--- config.mk ---
export PLATFORM = sky130hd
export DESIGN_NAME = lru_key_value_cache
export DESIGN_NICKNAME = d
export VERILOG_FILES = /design/src/rtl/lkvc_pkg.sv /design/src/rtl/lkvc_ram.sv /design/src/rtl/lru_key_value_cache.sv
export SDC_FILE = /design/constraint.sdc
export NUM_CORES = 1
export LEC_CHECK = 0
export BUFFER_PORTS_ARGS = -buffer_cell sky130_fd_sc_hd__buf_2
export CELL_PAD_IN_SITES_DETAIL_PLACEMENT = 2
export CELL_PAD_IN_SITES_GLOBAL_PLACEMENT = 2
export CORE_MARGIN = 2
export CORE_UTILIZATION = 55
export CTS_BUF_LIST = sky130_fd_sc_hd__clkbuf_4 sky130_fd_sc_hd__clkbuf_8
export DETAILED_ROUTE_END_ITERATION = 7
export PLACE_DENSITY = 0.93
export REMOVE_ABC_BUFFERS = 1
export SYNTH_ARGS = -nofsm -noshare
export SYNTH_HDL_FRONTEND = slang
export SYNTH_HIERARCHICAL = 1
export SYNTH_SLANG_ARGS = --single-unit
export TNS_END_PERCENT = 30
--- constraint.sdc ---
create_clock -name clk -period 14.4 [get_ports clk]
set_input_delay 1.44 -clock clk [delete_from_list [all_inputs] [get_ports clk]]
set_output_delay 1.44 -clock clk [all_outputs]
set_load 0.02 [all_outputs]
--- src/rtl/lkvc_pkg.sv ---
// Shared types and constants for the LRU key-value cache.
package lkvc_pkg;

    localparam int MAX_ENTRIES = 16;
    localparam int SLOT_W      = $clog2(MAX_ENTRIES);
    localparam int RANK_W      = SLOT_W;
    localparam int CNT_W       = $clog2(MAX_ENTRIES + 1);
    localparam int CAP_W       = 5;
    localparam int KEY_W       = 32;
    localparam int VAL_W       = 32;
    localparam int CMP_W       = (CNT_W > CAP_W) ? CNT_W : CAP_W;

    localparam logic CMD_GET = 1'b0;
    localparam logic CMD_PUT = 1'b1;

    localparam logic [CAP_W-1:0] CAP_RESET = CAP_W'(16);

    typedef struct packed {
        logic                    cmd;
        logic [KEY_W-1:0]        lookup_key;
        logic signed [VAL_W-1:0] write_value;
    } in_t;

    typedef struct packed {
        logic                    hit;
        logic signed [VAL_W-1:0] read_value;
    } out_t;

    typedef enum logic [2:0] {
        ST_IDLE   = 3'b001,
        ST_SCAN   = 3'b010,
        ST_UPDATE = 3'b100
    } state_t;

endpackage

--- src/rtl/lkvc_ram.sv ---
// Generic single-write, single-read RAM with registered read data.
module lkvc_ram #(
    parameter int WIDTH = 32,
    parameter int DEPTH = 16
) (
    input  logic                     clk,
    input  logic                     we,
    input  logic [$clog2(DEPTH)-1:0] waddr,
    input  logic [WIDTH-1:0]         wdata,
    input  logic [$clog2(DEPTH)-1:0] raddr,
    output logic [WIDTH-1:0]         rdata
);

    logic [WIDTH-1:0] mem [DEPTH];

    always_ff @(posedge clk)
    begin
        if (we)
        begin
            mem[waddr] <= wdata;
        end
        rdata <= mem[raddr];
    end

endmodule

--- src/rtl/lru_key_value_cache.sv ---
// Fully associative key-value cache with least-recently-used replacement.
// Each request runs a sequential slot scan: one key/value RAM read per slot, one compare a cycle,
// then a commit in ST_UPDATE that waits while a held result is stalled by out_stall.
// A new request is taken only in ST_IDLE (in_stall high otherwise), so requests do not overlap.
// Reset (rst_n low, asynchronous): all entries invalid, count zero, capacity 16, no result held.
// Key and value RAM contents are not cleared; no clearing pass is needed.
module lru_key_value_cache
    import lkvc_pkg::*;
(
    input  logic             clk,
    input  logic             rst_n,
    input  logic             in_valid,
    output logic             in_stall,
    input  in_t              in_data,
    output logic             out_valid,
    input  logic             out_stall,
    output out_t             out_data,
    input  logic             cfg_we,
    input  logic [CAP_W-1:0] cfg_data
);

    localparam logic [SLOT_W-1:0] LAST_SLOT = SLOT_W'(MAX_ENTRIES - 1);
    localparam logic [RANK_W:0]   THR_ALL   = (RANK_W + 1)'(MAX_ENTRIES);
    localparam logic [CMP_W-1:0]  CAP_MAX   = CMP_W'(MAX_ENTRIES);
    localparam logic [CMP_W-1:0]  CAP_MIN   = CMP_W'(1);

    state_t state_reg, state_next;

    logic [CAP_W-1:0]  cap_reg, cap_next;
    logic [CNT_W-1:0]  count_reg, count_next;
    logic [MAX_ENTRIES-1:0] valid_reg, valid_next;
    logic [RANK_W-1:0] rank_reg [MAX_ENTRIES];
    logic [RANK_W-1:0] rank_next [MAX_ENTRIES];

    logic [SLOT_W-1:0] idx_reg, idx_next;
    logic              issue_done_reg, issue_done_next;
    logic              cmp_valid_reg, cmp_valid_next;
    logic [SLOT_W-1:0] cmp_idx_reg, cmp_idx_next;

    in_t               req_reg, req_next;
    logic              found_reg, found_next;
    logic [SLOT_W-1:0] found_slot_reg, found_slot_next;
    logic [VAL_W-1:0]  rdval_reg, rdval_next;
    logic              free_found_reg, free_found_next;
    logic [SLOT_W-1:0] free_slot_reg, free_slot_next;
    logic              lru_any_reg, lru_any_next;
    logic [SLOT_W-1:0] lru_slot_reg, lru_slot_next;
    logic [RANK_W-1:0] lru_rank_reg, lru_rank_next;

    logic              out_valid_reg, out_valid_next;
    out_t              out_data_reg, out_data_next;

    logic [KEY_W-1:0]  key_rdata;
    logic [VAL_W-1:0]  val_rdata;
    logic              ram_we;
    logic [SLOT_W-1:0] ram_waddr;

    logic [CMP_W-1:0]  cap_eff;
    logic [CMP_W-1:0]  count_ext;
    logic              in_xfer;
    logic              commit;
    logic              do_promote;
    logic              do_insert;
    logic [SLOT_W-1:0] tgt_slot;
    logic [RANK_W:0]   thr;
    logic              match;

    lkvc_ram #(.WIDTH(KEY_W), .DEPTH(MAX_ENTRIES)) u_key_ram (
        .clk   (clk),
        .we    (ram_we),
        .waddr (ram_waddr),
        .wdata (req_reg.lookup_key),
        .raddr (idx_reg),
        .rdata (key_rdata)
    );

    lkvc_ram #(.WIDTH(VAL_W), .DEPTH(MAX_ENTRIES)) u_val_ram (
        .clk   (clk),
        .we    (ram_we),
        .waddr (ram_waddr),
        .wdata (req_reg.write_value),
        .raddr (idx_reg),
        .rdata (val_rdata)
    );

    assign in_stall  = (state_reg != ST_IDLE);
    assign out_valid = out_valid_reg;
    assign out_data  = out_data_reg;
    assign in_xfer   = in_valid && !in_stall;

    always_comb
    begin
        cap_eff = CMP_W'(cap_reg);
        if (cap_eff == '0)
        begin
            cap_eff = CAP_MIN;
        end
        else if (cap_eff > CAP_MAX)
        begin
            cap_eff = CAP_MAX;
        end
        count_ext = CMP_W'(count_reg);
    end

    assign match = cmp_valid_reg && valid_reg[cmp_idx_reg] && (key_rdata == req_reg.lookup_key);

    always_comb
    begin
        state_next      = state_reg;
        cap_next        = cfg_we ? cfg_data : cap_reg;
        count_next      = count_reg;
        valid_next      = valid_reg;
        rank_next       = rank_reg;
        idx_next        = idx_reg;
        issue_done_next = issue_done_reg;
        cmp_valid_next  = 1'b0;
        cmp_idx_next    = cmp_idx_reg;
        req_next        = req_reg;
        found_next      = found_reg;
        found_slot_next = found_slot_reg;
        rdval_next      = rdval_reg;
        free_found_next = free_found_reg;
        free_slot_next  = free_slot_reg;
        lru_any_next    = lru_any_reg;
        lru_slot_next   = lru_slot_reg;
        lru_rank_next   = lru_rank_reg;
        out_valid_next  = out_valid_reg && out_stall;
        out_data_next   = out_data_reg;
        commit          = 1'b0;
        do_promote      = 1'b0;
        do_insert       = 1'b0;
        tgt_slot        = found_slot_reg;
        thr             = {1'b0, rank_reg[found_slot_reg]};
        ram_we          = 1'b0;
        ram_waddr       = found_slot_reg;

        case (state_reg)
            ST_IDLE:
            begin
                if (in_xfer)
                begin
                    req_next        = in_data;
                    idx_next        = '0;
                    issue_done_next = 1'b0;
                    found_next      = 1'b0;
                    free_found_next = 1'b0;
                    lru_any_next    = 1'b0;
                    state_next      = ST_SCAN;
                end
            end
            ST_SCAN:
            begin
                if (!issue_done_reg)
                begin
                    cmp_valid_next = 1'b1;
                    cmp_idx_next   = idx_reg;
                    idx_next       = idx_reg + 1'b1;
                    if (idx_reg == LAST_SLOT)
                    begin
                        issue_done_next = 1'b1;
                    end
                end
                if (cmp_valid_reg)
                begin
                    if (match && !found_reg)
                    begin
                        found_next      = 1'b1;
                        found_slot_next = cmp_idx_reg;
                        rdval_next      = val_rdata;
                    end
                    if (!valid_reg[cmp_idx_reg] && !free_found_reg)
                    begin
                        free_found_next = 1'b1;
                        free_slot_next  = cmp_idx_reg;
                    end
                    if (valid_reg[cmp_idx_reg]
                        && (!lru_any_reg || rank_reg[cmp_idx_reg] > lru_rank_reg))
                    begin
                        lru_any_next  = 1'b1;
                        lru_slot_next = cmp_idx_reg;
                        lru_rank_next = rank_reg[cmp_idx_reg];
                    end
                    if (cmp_idx_reg == LAST_SLOT)
                    begin
                        state_next = ST_UPDATE;
                    end
                end
            end
            ST_UPDATE:
            begin
                if (!(out_valid_reg && out_stall))
                begin
                    commit     = 1'b1;
                    state_next = ST_IDLE;
                end
            end
            default:
            begin
                state_next = ST_IDLE;
            end
        endcase

        if (commit)
        begin
            out_valid_next          = 1'b1;
            out_data_next.hit       = found_reg;
            out_data_next.read_value = (req_reg.cmd == CMD_GET && found_reg) ? rdval_reg : '0;
            if (found_reg)
            begin
                do_promote = 1'b1;
                ram_we     = (req_reg.cmd == CMD_PUT);
            end
            else if (req_reg.cmd == CMD_PUT)
            begin
                do_promote = 1'b1;
                ram_we     = 1'b1;
                if (count_ext < cap_eff)
                begin
                    do_insert = 1'b1;
                    tgt_slot  = free_slot_reg;
                    thr       = THR_ALL;
                end
                else
                begin
                    tgt_slot = lru_slot_reg;
                    thr      = {1'b0, lru_rank_reg};
                end
            end
            ram_waddr = tgt_slot;
        end

        if (do_promote)
        begin
            for (int i = 0; i < MAX_ENTRIES; i++)
            begin
                if (SLOT_W'(i) != tgt_slot && valid_reg[i] && ({1'b0, rank_reg[i]} < thr))
                begin
                    rank_next[i] = rank_reg[i] + 1'b1;
                end
            end
            rank_next[tgt_slot] = '0;
        end

        if (do_insert)
        begin
            valid_next[tgt_slot] = 1'b1;
            count_next           = count_reg + 1'b1;
        end
    end

    always_ff @(posedge clk or negedge rst_n)
    begin
        if (!rst_n)
        begin
            state_reg      <= ST_IDLE;
            cap_reg        <= CAP_RESET;
            count_reg      <= '0;
            valid_reg      <= '0;
            issue_done_reg <= 1'b0;
            cmp_valid_reg  <= 1'b0;
            out_valid_reg  <= 1'b0;
            for (int i = 0; i < MAX_ENTRIES; i++)
            begin
                rank_reg[i] <= '0;
            end
        end
        else
        begin
            state_reg      <= state_next;
            cap_reg        <= cap_next;
            count_reg      <= count_next;
            valid_reg      <= valid_next;
            issue_done_reg <= issue_done_next;
            cmp_valid_reg  <= cmp_valid_next;
            out_valid_reg  <= out_valid_next;
            rank_reg       <= rank_next;
        end
    end

    always_ff @(posedge clk)
    begin
        idx_reg        <= idx_next;
        cmp_idx_reg    <= cmp_idx_next;
        req_reg        <= req_next;
        found_reg      <= found_next;
        found_slot_reg <= found_slot_next;
        rdval_reg      <= rdval_next;
        free_found_reg <= free_found_next;
        free_slot_reg  <= free_slot_next;
        lru_any_reg    <= lru_any_next;
        lru_slot_reg   <= lru_slot_next;
        lru_rank_reg   <= lru_rank_next;
        out_data_reg   <= out_data_next;
    end

`ifndef ASSERT_OFF
    a_count_matches_valid: assert property (@(posedge clk) disable iff (!rst_n)
        $countones(valid_reg) == int'(count_reg))
        else $error("entry count disagrees with valid bits");

    a_result_from_commit: assert property (@(posedge clk) disable iff (!rst_n)
        $rose(out_valid_reg) |-> $past(state_reg == ST_UPDATE))
        else $error("result raised outside commit");

    a_count_bounded: assert property (@(posedge clk) disable iff (!rst_n)
        int'(count_reg) <= MAX_ENTRIES)
        else $error("entry count beyond slot total");

    a_scan_ends_in_update: assert property (@(posedge clk) disable iff (!rst_n)
        (state_reg == ST_SCAN && cmp_valid_reg && cmp_idx_reg == LAST_SLOT)
        |=> (state_reg == ST_UPDATE))
        else $error("scan did not hand over to commit");
`endif

endmodule

==> results of run 1 <==
## kinds of logic after synthesis
| kind of cell | after synthesis | share of synthesized area [%] |
|---|---|---|
| compound gates | 354 | 4.98 |
| xor+xnor | 38 | 0.628 |
| fa+ha+maj | 74 | 1.75 |
| buf+inv | 159 | 1.42 |
| flops | 1341 | 73.9 |
| mux | 318 | 13.1 |
| simple gates | 425 | 4.20 |
## stage by stage
| stage | instance area, um^2 | cells | hold WS [ns] |
|---|---|---|---|
| floorplan | 52400 | 2586 | 0.386 |
| global placement | 55100 | 3999 | 0.387 |
==> out/qor.txt, run 1 <==
Failed at - detailed placement
IO Pins - 110
Synth area leader - edfxtp_1
ys async rst share - 7.16%
FP Rows - 113
Die Span X - 314 um
Post-Syn Area - 53,000 um^2
Synth area leaders - edfxtp_1 (67%), mux4_2 (13%), dfrtp_1 (4.4%)
Yosys warnings - 6
post-DP HPWL - 128,000 um
Die H - 314 um
number of port buffers - 109
Post-synth top cells - edfxtp_1 (1,181), mux4_2 (295), a22oi_1 (133), nand2_1 (116), dfrtp_1 (94)
Syn Inst Count - 2,709
syn_area_per_cell - 19.6 um^2
count leader, synth - edfxtp_1
routability cong. - 0.881
Seq/Total Area, Yosys - 73.9%
Yosys top cell area share - 66.9%
#FFs+latches synth - 1,341
first error - [ERROR DPL-0033] detailed placement checks failed during check placement.
Primary FF master, synth - edfxtp_1
starting density of the core - 55.6%
Synth cell types - 91
status - stopped before the end
Post-synth EDFFs - 1,181
==> run 2: changes to the inputs <==
Settings changed: CELL_PAD_IN_SITES_DETAIL_PLACEMENT 2 to not set, CELL_PAD_IN_SITES_GLOBAL_PLACEMENT 2 to not set, CORE_UTILIZATION 55 to 40, CTS_BUF_LIST sky130_fd_sc_hd__clkbuf_4 sky130_fd_sc_hd__clkbuf_8 to not set, PLACE_DENSITY 0.93 to not set, PLACE_DENSITY_LB_ADDON set to 0.15.
==> run 2 against run 1 <==
Net effect:
- the run now ends clean
- synthesized cell count stayed put
- area after synthesis did not move
==> out/qor.txt, run 2 <==
status - completed
internal power - 0.00729 W
Crit. End Element - flip-flop
drt drc - 0
Yosys top cell area share - 66.9% (unchanged)
CTS tree - done
class of the worst hold path - reg -> reg
final wirelength - 124,000 um
Synth Area in XOR/XNOR - 0.628% (unchanged)
clk buf depth - 3
starting density of the core - 40.3% (-15 points)
routability cong. - 0.849 (-3.7%)
FP Rows - 133 (+18%)
Post-synth EDFFs - 1,181 (unchanged)
Yosys warnings - 6 (unchanged)
crit path DAT - 5.54 ns
Compound-Gate Fraction of Synth Area - 4.98% (unchanged)
Multi-input gate area - 13,400 um^2
crit path max fanout - 20
CP Data Required Time - 14.83 ns
Vias/cell - 5.68
first-pass GRT wire length - 187,000 um
fmax - 196 MHz
initial antenna violation count - 4
clock sink count - 1,341
reg2reg path depth - 12
VDD IR max - 0.0964 mV
Post-synth top cells - edfxtp_1 (1,181), mux4_2 (295), a22oi_1 (133), nand2_1 (116), dfrtp_1 (94)
area of the core - 131,000 um^2
Worst-Skew Late Latency - 0.79 ns
Synth cell types - 91 (unchanged)
RSZ-0062 raised after global routing - no
detailed router's first-iteration violation count - 2,472
DIE AREA - 135,000 um^2
layout cells sized above 1 - 25.4%
pin count of the biggest net entering global routing - 137
Post-CTS Setup Bufs - 0
Die Span X - 368 um (+17%)
Pwr Density - 163 nW/um^2
final worst path period share - 35.5%
Clock Tree Root - clkbuf_16
worst hold stages - 0
Post-Synth Adder-Cell Area - 1.75% (unchanged)
via count - 27,100
# Max-Cap Violations - 0
grt ovf - 0
drt wl/cell - 26.1 um
#FFs+latches synth - 1,341 (unchanged)
Hold Vio Cnt, Final - 0
H-tree levels - 4
Primary FF master, synth - edfxtp_1
drt first pass iters - 5
Setup TNS - 0 ns
Synth area leader - edfxtp_1
DRT antenna net count - 0
post-route core utilization - 46.0%
simple-gate share of the synthesized area - 4.20% (unchanged)
main combinational cell family by area after synthesis - multiplexers
post-DP HPWL - 69,600 um (-45%)
most common cell after layout, fill and taps aside - edfxtp_1
Die H - 368 um (+17%)
leading cell types in the layout, fill and taps excluded - edfxtp_1 (1,181), mux4_2 (295), clkbuf_16 (146)
P_leak - 20.0 nW
number of port buffers - 109 (unchanged)
vias in the first global route - 28,400
Layout Skew - 0.0333 ns
IO Pins - 110 (unchanged)
Num CTS Buffers - 144
Clock power frac - 36.3%
post-cts resize count - 0
area grow syn2layout - 14.2%
FF/Latch Area - 39,200 um^2
kind of critical path - reg -> reg
multiplexer share of the synthesized area - 13.1% (unchanged)
hold buffer count at cts - 0
Tmin final - 5.11 ns
Worst-path clk slew - 0.06 ns
Post-Syn Area - 53,000 um^2 (unchanged)
Startpoint Class - flip-flop
switching portion of total power - 26.0%
Filler cells - 11,100
Layout Nets - 3,045
Comb pwr share - 15.3%
count leader, synth - edfxtp_1
Tot GR Track Use - 18.6%
Final Slew Violations - 0
Psw - 0.00256 W
setup violators final - 0
Seq/Total Area, Yosys - 73.9% (unchanged)
Syn Inst Count - 2,709 (unchanged)
syn_area_per_cell - 19.6 um^2 (unchanged)
Synth area leaders - edfxtp_1 (67%), mux4_2 (13%), dfrtp_1 (4.4%)
ys async rst share - 7.16% (unchanged)
Reg power frac - 48.5%
Slew headroom - 12.1%
worst slew pin tran - 1.32 ns
ant diodes - 0
-- run 2: layout make-up --
cell class / instances / share of cell area [%]
clock buffer: 186 / 6.41
clock inverter: 73 / 1.24
inverter: 36 / 0.240
multi-input combinational: 1209 / 22.1
sequential: 1341 / 64.7
tap: 1755 / 3.63
timing repair buffer: 164 / 1.61
-- run 2: per-stage QoR --
| stage | setup slack (ns) | instances | cell area, um^2 | total power [W] | hold slack, ns |
|---|---|---|---|---|---|
| final | 9.29 | 4764 | 60500 | 0.00986 | 0.403 |
| after global routing | 9.02 | 4764 | 60500 | 0.0103 | 0.416 |
| after CTS | 9.30 | 4764 | 60500 | 0.0100 | 0.403 |
| after detailed placement | 9.25 | 4505 | 55900 | 0.00640 | 0.392 |
| after global placement | 9.38 | 4505 | 55900 | 0.00638 | 0.389 |
| after floorplan | 3.01 | 2586 | 52400 | 0.00623 | 0.386 |
-- run 2: cells by family (layout without fill, tap and decap cells) --
family,count (synthesis),after routing
adder cells (fa/ha/maj),74,74
buffers and inverters,159,459
multiplexers,318,318
AO/OA/AOI/OAI,354,354
XOR/XNOR,38,38
flip-flops,1341,1341
AND/OR/NAND/NOR,425,425
-- run 2: path summary, 6_finish.rpt --
| kind | startpoint | to | slack [ns] |
|---|---|---|---|
| worst max-delay path | cap_reg[4] | u_val_ram/mem[10][26] | 9.29 |
| worst min-delay path | u_val_ram/rdata[7] | rdval_reg[7] | 0.40 |
| worst max register to register | cap_reg[4] | u_val_ram/mem[10][26] | 9.29 |
| worst min register to register | u_val_ram/rdata[7] | rdval_reg[7] | 0.40 |
| max in group asynchronous | rst_n | valid_reg[14] | 12.50 |
| min in group asynchronous | rst_n | cap_reg[3] | 0.70 |
-- run 2: worst max-delay path: stages, from the launching register on --
cell and delay (ns):
dfstp_2 0.53, inv_1 0.08, nand2_1 0.09, ha_1 0.26
a21o_1 0.19, a211o_1 0.31, a41oi_2 0.76, o21ai_0 0.20
a31o_2 0.41, inv_2 0.35, nand3b_1 0.38, nor2_4 0.67
buf_4 0.47
-- run 2: metal layers --
| layer | track usage [%] | vias to the layer above | part of all wire [%] |
|---|---|---|---|
| met1 | 26.4 | 14600 | 45 |
| met5 | 0 | - | 0 |
| met3 | 3.62 | 161 | 5.7 |
| li1 | - | 11600 | - |
| met4 | 4.92 | 0 | 1.7 |
| met2 | 29.5 | 762 | 48 |
-- run 2: power by group through the flow --
stage	clock, W	combinational, W	sequential, W
2_1_floorplan	0	0.00129	0.00494
3_3_place_gp	0	0.00153	0.00485
3_5_place_dp	0	0.00153	0.00486
4_1_cts	0.00368	0.00154	0.00478
5_1_grt	0.00383	0.00164	0.00481
6_report	0.00357	0.00151	0.00478
Power figures use the tool's default switching activity.
